$ cat config.mk
export PLATFORM = sky130hd
export DESIGN_NAME = mode_select_list_checker_core_flat
export DESIGN_NICKNAME = d
export VERILOG_FILES = /design/src/rtl/msl_pkg.sv /design/src/rtl/msl_if.sv /design/src/rtl/msl_parse.sv /design/src/rtl/mode_select_list_checker_core.sv /design/src/flat_wrapper.sv
export SDC_FILE = /design/constraint.sdc
export NUM_CORES = 1
export LEC_CHECK = 0
export BUFFER_PORTS_ARGS = -buffer_cell sky130_fd_sc_hd__buf_2
export CORE_ASPECT_RATIO = 0.8
export CORE_MARGIN = 1.5
export CORE_UTILIZATION = 47
export DETAILED_ROUTE_END_ITERATION = 6
export PLACE_DENSITY = 0.65
export SYNTH_ARGS = -nofsm -noshare
export SYNTH_HDL_FRONTEND = slang
export SYNTH_SLANG_ARGS = --single-unit
$ cat constraint.sdc
create_clock -name clk -period 5.2 [get_ports clk]
set_input_delay 0.78 -clock clk [delete_from_list [all_inputs] [get_ports clk]]
set_output_delay 0.78 -clock clk [all_outputs]
set_load 0.02 [all_outputs]
$ cat src/rtl/msl_pkg.sv
package msl_pkg;

	localparam int LIST_LEN_W = 16;
	localparam int BYTE_W     = 8;
	localparam int SECTOR_W   = 16;

	// Request kinds
	localparam logic REQ_START = 1'b0;
	localparam logic REQ_DATA  = 1'b1;

	typedef enum logic [1:0] {
		STATUS_OK        = 2'd0,
		STATUS_LEN_ERR   = 2'd1,
		STATUS_FIELD_ERR = 2'd2
	} status_t;

	localparam logic [SECTOR_W-1:0] SECTOR_RESET = 16'd512;

	// Mode parameter header lengths for the two command forms
	localparam logic [LIST_LEN_W-1:0] HDR_LONG  = 16'd8;
	localparam logic [LIST_LEN_W-1:0] HDR_SHORT = 16'd4;
	// Offset of the block size's low byte from the end of the header
	localparam logic [LIST_LEN_W-1:0] BLK_SIZE_LO = 16'd7;
	// Length of one block descriptor
	localparam logic [LIST_LEN_W-1:0] DESC_LEN = 16'd8;

	localparam logic [BYTE_W-1:0] PAGE_ERR_RECOVERY = 8'h01;
	localparam logic [BYTE_W-1:0] PAGE_FORMAT_DEV   = 8'h03;
	localparam logic [BYTE_W-1:0] PAGE_VERIFY_ERR   = 8'h07;

	localparam logic [LIST_LEN_W-1:0] MIN_REM_ERR_RECOVERY = 16'd10;
	localparam logic [LIST_LEN_W-1:0] MIN_REM_FORMAT_DEV   = 16'd22;
	localparam logic [LIST_LEN_W-1:0] MIN_REM_VERIFY_ERR   = 16'd6;

	// One less than the bytes from a format page's code byte to the low byte of its sector size
	localparam int SECT_CHECK_DELAY = 12;
	localparam int DUE_W            = SECT_CHECK_DELAY + 1;

	typedef struct packed {
		logic                  req_type;
		logic                  ten_byte_form;
		logic                  page_format;
		logic [LIST_LEN_W-1:0] list_length;
		logic [BYTE_W-1:0]     data_byte;
	} item_t;

	typedef struct packed {
		logic    valid;
		status_t status;
	} res_t;

endpackage

$ cat src/rtl/msl_if.sv
interface msl_item_if import msl_pkg::*; ();
	logic                  valid;
	logic                  ready;
	logic                  req_type;
	logic                  ten_byte_form;
	logic                  page_format;
	logic [LIST_LEN_W-1:0] list_length;
	logic [BYTE_W-1:0]     data_byte;

	modport source (output valid, req_type, ten_byte_form, page_format, list_length,
		data_byte, input ready);
	modport sink (input valid, req_type, ten_byte_form, page_format, list_length,
		data_byte, output ready);
endinterface

interface msl_result_if import msl_pkg::*; ();
	logic    valid;
	logic    ready;
	status_t status;

	modport source (output valid, status, input ready);
	modport sink (input valid, status, output ready);
endinterface

interface msl_cfg_if import msl_pkg::*; ();
	logic                valid;
	logic                ready;
	logic [SECTOR_W-1:0] data;

	modport source (output valid, data, input ready);
	modport sink (input valid, data, output ready);
endinterface

$ cat src/rtl/msl_parse.sv
module msl_parse import msl_pkg::*; (
	input  logic                clk,
	input  logic                arst_n,
	input  logic                step_en,
	input  item_t               item,
	input  logic [SECTOR_W-1:0] blk_bytes,
	output res_t                res
);

	logic [LIST_LEN_W-1:0] pos_q, pos_n;
	logic [LIST_LEN_W-1:0] tl_q, tl_n;
	logic                  long_q, long_n;
	logic                  fmt_q, fmt_n;
	logic [LIST_LEN_W-1:0] ps_q, ps_n;
	logic [BYTE_W-1:0]     hb_q, hb_n;
	status_t               pend_q, pend_n;
	logic                  done_q, done_n;
	logic                  walk_q, walk_n;
	logic                  desc_q, desc_n;
	logic                  ovr_q, ovr_n;
	logic [DUE_W-1:0]      due_q, due_n;

	logic [BYTE_W-1:0]     b;
	logic [SECTOR_W-1:0]   pair;
	logic [LIST_LEN_W-1:0] hdr;
	logic [LIST_LEN_W-1:0] hdr_start;
	logic [LIST_LEN_W-1:0] dl;
	logic [LIST_LEN_W:0]   hdr_dl;
	logic [LIST_LEN_W:0]   next_ps;
	logic [LIST_LEN_W-1:0] rem;

	always_comb begin
		b         = item.data_byte;
		pair      = {hb_q, b};
		hdr       = long_q ? HDR_LONG : HDR_SHORT;
		hdr_start = item.ten_byte_form ? HDR_LONG : HDR_SHORT;
		dl        = long_q ? pair : {{(LIST_LEN_W-BYTE_W){1'b0}}, b};
		hdr_dl    = {1'b0, hdr} + {1'b0, dl};
		next_ps   = {1'b0, ps_q} + {{(LIST_LEN_W-BYTE_W+1){1'b0}}, b} + 17'd2;
		rem       = tl_q - pos_q;

		pos_n  = pos_q;
		tl_n   = tl_q;
		long_n = long_q;
		fmt_n  = fmt_q;
		ps_n   = ps_q;
		hb_n   = hb_q;
		pend_n = pend_q;
		done_n = done_q;
		walk_n = walk_q;
		desc_n = desc_q;
		ovr_n  = ovr_q;
		due_n  = due_q;
		res.valid  = 1'b0;
		res.status = STATUS_OK;

		if (step_en) begin
			if (item.req_type == REQ_START) begin
				long_n = item.ten_byte_form;
				fmt_n  = item.page_format;
				tl_n   = item.list_length;
				pos_n  = '0;
				ps_n   = '0;
				hb_n   = '0;
				walk_n = 1'b0;
				desc_n = 1'b0;
				ovr_n  = 1'b0;
				due_n  = '0;
				pend_n = STATUS_OK;
				if (item.list_length == '0) begin
					done_n    = 1'b1;
					res.valid = 1'b1;
				end else begin
					done_n = 1'b0;
					if (item.page_format && item.list_length < hdr_start)
						pend_n = STATUS_LEN_ERR;
				end
			end else if (!done_q) begin
				if (fmt_q) begin
					// A format page's sector size completes on this byte.
					if (due_q[0] && pair != blk_bytes)
						ovr_n = 1'b1;
					due_n = {1'b0, due_q[DUE_W-1:1]};

					// Last header byte: descriptor length is known.
					if (pend_q == STATUS_OK && !walk_q && !desc_q && pos_q == hdr - 16'd1) begin
						if ({1'b0, tl_q} < hdr_dl) begin
							pend_n = STATUS_LEN_ERR;
						end else begin
							desc_n = (dl != '0) && (tl_q >= hdr + DESC_LEN);
							ps_n   = hdr_dl[LIST_LEN_W-1:0];
							walk_n = hdr_dl[LIST_LEN_W-1:0] < tl_q;
						end
					end

					if (desc_q && pos_q == hdr + BLK_SIZE_LO) begin
						desc_n = 1'b0;
						if (pair != blk_bytes)
							ovr_n = 1'b1;
					end

					// The header step above never fires together with the page walk.
					if (walk_q && pend_q == STATUS_OK) begin
						if (pos_q == ps_q) begin
							case (b)
								PAGE_ERR_RECOVERY: begin
									if (rem < MIN_REM_ERR_RECOVERY)
										pend_n = STATUS_LEN_ERR;
								end
								PAGE_FORMAT_DEV: begin
									if (rem < MIN_REM_FORMAT_DEV)
										pend_n = STATUS_LEN_ERR;
									else
										due_n[DUE_W-1] = 1'b1;
								end
								PAGE_VERIFY_ERR: begin
									if (rem < MIN_REM_VERIFY_ERR)
										pend_n = STATUS_LEN_ERR;
								end
								default: begin
									pend_n = STATUS_FIELD_ERR;
								end
							endcase
							if (pend_n != STATUS_OK)
								walk_n = 1'b0;
						end else if ({1'b0, pos_q} == {1'b0, ps_q} + 17'd1) begin
							if (next_ps >= {1'b0, tl_q})
								walk_n = 1'b0;
							else
								ps_n = next_ps[LIST_LEN_W-1:0];
						end
					end
					hb_n = b;
				end

				pos_n = pos_q + 16'd1;
				if (pos_n == tl_q) begin
					done_n     = 1'b1;
					res.valid  = 1'b1;
					res.status = ovr_n ? STATUS_FIELD_ERR : pend_n;
				end
			end
		end
	end

	always_ff @(posedge clk or negedge arst_n) begin
		if (!arst_n) begin
			pos_q  <= '0;
			tl_q   <= '0;
			long_q <= 1'b0;
			fmt_q  <= 1'b0;
			ps_q   <= '0;
			hb_q   <= '0;
			pend_q <= STATUS_OK;
			done_q <= 1'b1;
			walk_q <= 1'b0;
			desc_q <= 1'b0;
			ovr_q  <= 1'b0;
			due_q  <= '0;
		end else begin
			pos_q  <= pos_n;
			tl_q   <= tl_n;
			long_q <= long_n;
			fmt_q  <= fmt_n;
			ps_q   <= ps_n;
			hb_q   <= hb_n;
			pend_q <= pend_n;
			done_q <= done_n;
			walk_q <= walk_n;
			desc_q <= desc_n;
			ovr_q  <= ovr_n;
			due_q  <= due_n;
		end
	end

endmodule

$ cat src/rtl/mode_select_list_checker_core.sv
// Channel | Dir | Payload                                               | Word
// item    | in  | req_type, ten_byte_form, page_format, list_length,    | start or list byte
//         |     | data_byte                                             |
// result  | out | status                                                | one per command
// cfg     | in  | data (sector size)                                    | register write
//
// One word is accepted per cycle. A word is registered on acceptance and checked against the
// parser state when the output register is free to take its status; any status lands in the
// output register as the word is checked, and is offered from there.
// Reset restores a sector size of 512 and leaves the parser idle.
// A stalled output register holds the input register; input ready then falls.
module mode_select_list_checker_core import msl_pkg::*; (
	input logic      clk,
	input logic      arst_n,
	msl_item_if.sink   item,
	msl_result_if.source result,
	msl_cfg_if.sink    cfg
);

	logic                valid_s1;
	item_t               item_s1;
	logic                out_valid_q;
	status_t             out_status_q;
	logic [SECTOR_W-1:0] sector_q;
	logic                out_free;
	logic                advance;
	logic                in_accept;
	res_t                res;

	assign out_free  = !out_valid_q || result.ready;
	assign advance   = valid_s1 && out_free;
	assign item.ready = !valid_s1 || out_free;
	assign in_accept = item.valid && item.ready;
	assign cfg.ready = 1'b1;

	assign result.valid  = out_valid_q;
	assign result.status = out_status_q;

	always_ff @(posedge clk or negedge arst_n) begin
		if (!arst_n) begin
			sector_q <= SECTOR_RESET;
		end else if (cfg.valid) begin
			sector_q <= cfg.data;
		end
	end

	always_ff @(posedge clk or negedge arst_n) begin
		if (!arst_n) begin
			valid_s1 <= 1'b0;
		end else if (in_accept) begin
			valid_s1 <= 1'b1;
		end else if (advance) begin
			valid_s1 <= 1'b0;
		end
	end

	always_ff @(posedge clk) begin
		if (in_accept) begin
			item_s1.req_type      <= item.req_type;
			item_s1.ten_byte_form <= item.ten_byte_form;
			item_s1.page_format   <= item.page_format;
			item_s1.list_length   <= item.list_length;
			item_s1.data_byte     <= item.data_byte;
		end
	end

	msl_parse u_parse (
		.clk       (clk),
		.arst_n    (arst_n),
		.step_en   (advance),
		.item      (item_s1),
		.blk_bytes (sector_q),
		.res       (res)
	);

	always_ff @(posedge clk or negedge arst_n) begin
		if (!arst_n) begin
			out_valid_q <= 1'b0;
		end else if (advance && res.valid) begin
			out_valid_q <= 1'b1;
		end else if (result.ready) begin
			out_valid_q <= 1'b0;
		end
	end

	always_ff @(posedge clk) begin
		if (advance && res.valid) begin
			out_status_q <= res.status;
		end
	end

endmodule
$ cat src/flat_wrapper.sv
// flat-port wrapper written by rule: the top's interface ports become plain ports
module mode_select_list_checker_core_flat import msl_pkg::*;
  (clk, arst_n, item_valid, item_req_type, item_ten_byte_form, item_page_format, item_list_length, item_data_byte, item_ready, result_valid, result_status, result_ready, cfg_valid, cfg_data, cfg_ready);
  msl_item_if item_i ();
  msl_result_if result_i ();
  msl_cfg_if cfg_i ();
  input logic clk;
  input logic arst_n;
  input wire logic [$bits(item_i.valid)-1:0] item_valid;
  input wire logic [$bits(item_i.req_type)-1:0] item_req_type;
  input wire logic [$bits(item_i.ten_byte_form)-1:0] item_ten_byte_form;
  input wire logic [$bits(item_i.page_format)-1:0] item_page_format;
  input wire logic [$bits(item_i.list_length)-1:0] item_list_length;
  input wire logic [$bits(item_i.data_byte)-1:0] item_data_byte;
  output wire logic [$bits(item_i.ready)-1:0] item_ready;
  output wire logic [$bits(result_i.valid)-1:0] result_valid;
  output wire logic [$bits(result_i.status)-1:0] result_status;
  input wire logic [$bits(result_i.ready)-1:0] result_ready;
  input wire logic [$bits(cfg_i.valid)-1:0] cfg_valid;
  input wire logic [$bits(cfg_i.data)-1:0] cfg_data;
  output wire logic [$bits(cfg_i.ready)-1:0] cfg_ready;
  assign item_i.valid = item_valid;
  assign item_i.req_type = item_req_type;
  assign item_i.ten_byte_form = item_ten_byte_form;
  assign item_i.page_format = item_page_format;
  assign item_i.list_length = item_list_length;
  assign item_i.data_byte = item_data_byte;
  assign item_ready = item_i.ready;
  assign result_valid = result_i.valid;
  assign result_status = result_i.status;
  assign result_i.ready = result_ready;
  assign cfg_i.valid = cfg_valid;
  assign cfg_i.data = cfg_data;
  assign cfg_ready = cfg_i.ready;
  mode_select_list_checker_core u_core (.clk(clk), .arst_n(arst_n), .item(item_i), .result(result_i), .cfg(cfg_i));
endmodule
==> reports/metrics.yaml <==
status: "finished, final reports clean"
overflow: 0
peakVddDrop_v: 0.000234
synth_edf_count: 29
rsz0062_at_grt: "false"
tightest_slew_ns: 1.27
io_buffer_count: 51
post-dp-hpwl_um: 20500
drt_iter0_markers: 860
finalSetupViolCount: 0
ant_nets: 0
antenna_found_initial: 0
gp_congestion: 0.929
hp-class: "input pin to async pin"
max_freq_ghz: 0.211
synth_ff_type: "dfrtp_1"
max-cap-violations: 0
required_ns: 5.51
cp-end-kind: "flip-flop"
drc: 0
ys_ff_latch: 124
seq_area_frac_synth_pct: 34.3
synth_area_leader_cell: "dfrtp_1"
clockBufferDepth: 2
p_leak_nw: 4.69
ys.warnings.count: 0
nNetsFinal: 1217
insertion_delay_ns: 0.44
drive_gt1_share_pct: 12.4
first_pass_iters: 5
cts_tree: "done"
cp-start-kind: "flip-flop"
grt_max_degree: 57
crit_path_max_incr_delay_ns: 0.62
hold_viol_final: 0
path_cells: "inv_1 -> ha_1 -> fa_1 -> nand2_1 -> nor3_1 -> nand2_1 -> xor2_1 -> ha_1 -> a211oi_1 -> nor2_1 -> a2111oi_0 -> o21ai_0 -> nand3_1 -> buf_4 -> mux2i_1 -> nor3_1 -> a221o_1"
fill_cells: 1829
period_needed_ns: 4.75
grt_usage_pct: 26.8
die_w_um: 162
slew_headroom_pct: 15.0
grt_pass1_vias: 7233
slowest_stage: "dfrtp_1"
criticalPathCategory: "flip-flop to flip-flop"
synthArstFlopShare_pct: 76.6
dp_slack_ns: 0.667
dieArea_um2: 21000
synth_area_leaders: "dfrtp_1 25%, ha_1 11%, edfxtp_1 9.2%, xor2_1 4.3%, xnor2_1 4.3%"
syn_avg_cell_area_um2: 8.99
synth.cell_area_um2: 9470
skew_ns: 0.0130
area_delta_synth_final_pct: 11.1
finalSetupTns_ns: 0
htreeDepth: 4
final-max-slew-violation-count: 0
cts.clk_slew.worst_paths_ns: 0.06
fin_ws_ns: 0.451
num_rows: 46
wirelength_um: 27700
hold_buffers: 0
numCtsBuffers: 17
io_pins: 53
initial_utilization_pct: 47.8
routed_via_density: 6.10
grt_first_pass_wirelength_um: 42400
fin_cells: 1358
synth_cell_types: 74
core_region_area_um2: 19800
diodes: 0
syn-instance-count: 1053
timing.hold.ws_ns: 0.430
path_max_fanout: 18
fin_util_pct: 53.1
routedWlPerCell_um: 20.4
dieHeight_um: 130
p_per_area_nw_per_um2: 309
yosysTopAreaCellShare_pct: 24.6
cp.arrival_ns: 5.06
clock-sinks: 124
period_share_pct: 91.3
synth_nets: 1189
via_count: 8281
root_buffer: "clkbuf_16"
dp.cells: 1326
## area by class of cell
class	instances	area (um2)	area share, %
Multi-Input combinational cell	806	5710	54.3
Clock buffer	18	450	4.28
Sequential cell	124	3250	30.9
Timing Repair Buffer	70	400	3.80
Inverter	62	233	2.21
Tap cell	264	330	3.14
Clock inverter	14	145	1.38
## state kept, by name, summed over array words and instances, names as in the netlist
register and cells:
u_core.u_parse.desc_q 1, u_core.result.valid 1, u_core.u_parse.pend_q 2, u_core.u_parse.pos_q 16
u_core.u_parse.walk_q 1, u_core.valid_s1 1, u_core.u_parse.tl_q 16, u_core.u_parse.ps_q 16
u_core.u_parse.fmt_q 1, u_core.u_parse.hb_q 8, u_core.item_s1 27, u_core.result.status 2
u_core.u_parse.long_q 1, u_core.sector_q 16, u_core.u_parse.ovr_q 1, u_core.u_parse.due_q 13
u_core.u_parse.done_q 1
## worst max-delay path, delay by kind of cell (launching register included)
family / cells / cell delay, ns
muxes: 1 / 0.25
buffers and inverters: 2 / 0.59
xor gates and xnor gates: 1 / 0.40
AOI/OAI and AO/OA: 4 / 1.13
DFF: 1 / 0.62
adders and majority gates: 3 / 1.11
and+or+nand+nor: 6 / 0.53
## worst paths after layout
kind | endpoint | startpoint | slack [ns] | depth (start not counted)
max | u_core.u_parse.ps_q[0] | u_core.u_parse.long_q | 0.45 | 17
min | u_core.u_parse.pos_q[9] | arst_n | 0.43 | 1
max reg2reg | u_core.u_parse.ps_q[0] | u_core.u_parse.long_q | 0.45 | 17
min reg2reg | u_core.u_parse.tl_q[1] | u_core.item_s1[9] | 0.49 | 2
max in group asynchronous | u_core.sector_q[9] | arst_n | 3.72 | 2
min in group clk | u_core.u_parse.tl_q[1] | u_core.item_s1[9] | 0.49 | 2
## placed cells by master (no fill, tap or decap), drive strengths merged, types with 22 or more instances in the layout
master and n:
nor4 22, nor2 56, ha 85, xnor2 46
o21ai 80, edfxtp 29, nand2 96, buf 70
nand4 29, inv 72, xor2 47, dfrtp 93
nand3 54, a21oi 31
## synth_stat cells (3+ instances only)
master	number
fa_1	3
nor4b_1	3
a211oi_1	13
o211ai_1	3
and2_1	4
o31ai_1	5
nor2_1	56
ha_1	85
o22ai_1	4
nand3_1	54
buf_4	5
inv_1	62
or4_1	9
nor4_1	20
o21a_1	7
a21o_1	13
a41oi_1	3
a31oi_1	8
buf_6	4
a221oi_1	5
nand2b_1	11
nand4_1	28
nor3_1	17
a2111oi_0	4
o21ai_0	80
a21oi_1	31
clkbuf_1	35
nor2b_1	7
edfxtp_1	29
and3_1	15
mux2i_1	19
mux2_2	18
xor2_1	47
a22oi_1	4
nand2_1	96
dfrtp_1	93
o21bai_1	3
o41ai_1	5
a22o_1	16
nor3b_1	4
and4_1	4
xnor2_1	46
buf_2	13
or3_1	20
and3b_1	3
## where the power goes
part / leakage, nW / switching [mW] / internal [mW] / total [mW]
sequential: 1.53 / 0.130 / 1.07 / 1.20
clock: 0.299 / 0.516 / 0.706 / 1.22
combinational: 2.86 / 0.501 / 0.335 / 0.836
## routing by layer
metal | vias to the layer above | global-route usage [%] | part of all wire, %
li1 | 3874 | - | -
met2 | 419 | 35.7 | 40
met4 | 0 | 6.58 | 1.1
met3 | 25 | 6.93 | 9.3
met5 | - | 0 | 0
met1 | 3963 | 42.1 | 50
## per-stage QoR
step | power (mW) | cell area, um2
CTS | 3.24 | 10500
global placement | 2.01 | 9920
finish | 3.26 | 10500
detailed placement | 2.02 | 9920
global route | 3.41 | 10500
floorplan | 1.75 | 9470
## cells by family (layout without fill, tap and decap cells)
kind of cell,count (synthesis),in the layout,synth area share (%)
AOI/OAI and AO/OA,223,223,15.3
xor gates and xnor gates,93,93,8.60
adders and majority gates,88,88,11.9
buffers and inverters,123,164,5.59
DFF,124,124,34.3
muxes,37,37,4.15
other,1,1,0.0396
and+or+nand+nor,364,364,20.1
## timing repair
action,4_1_cts,5_1_grt
resized for setup,0,1
buffers inserted,0,0
setup endpoints to repair,0,3
Power figures use the tool's default switching activity.
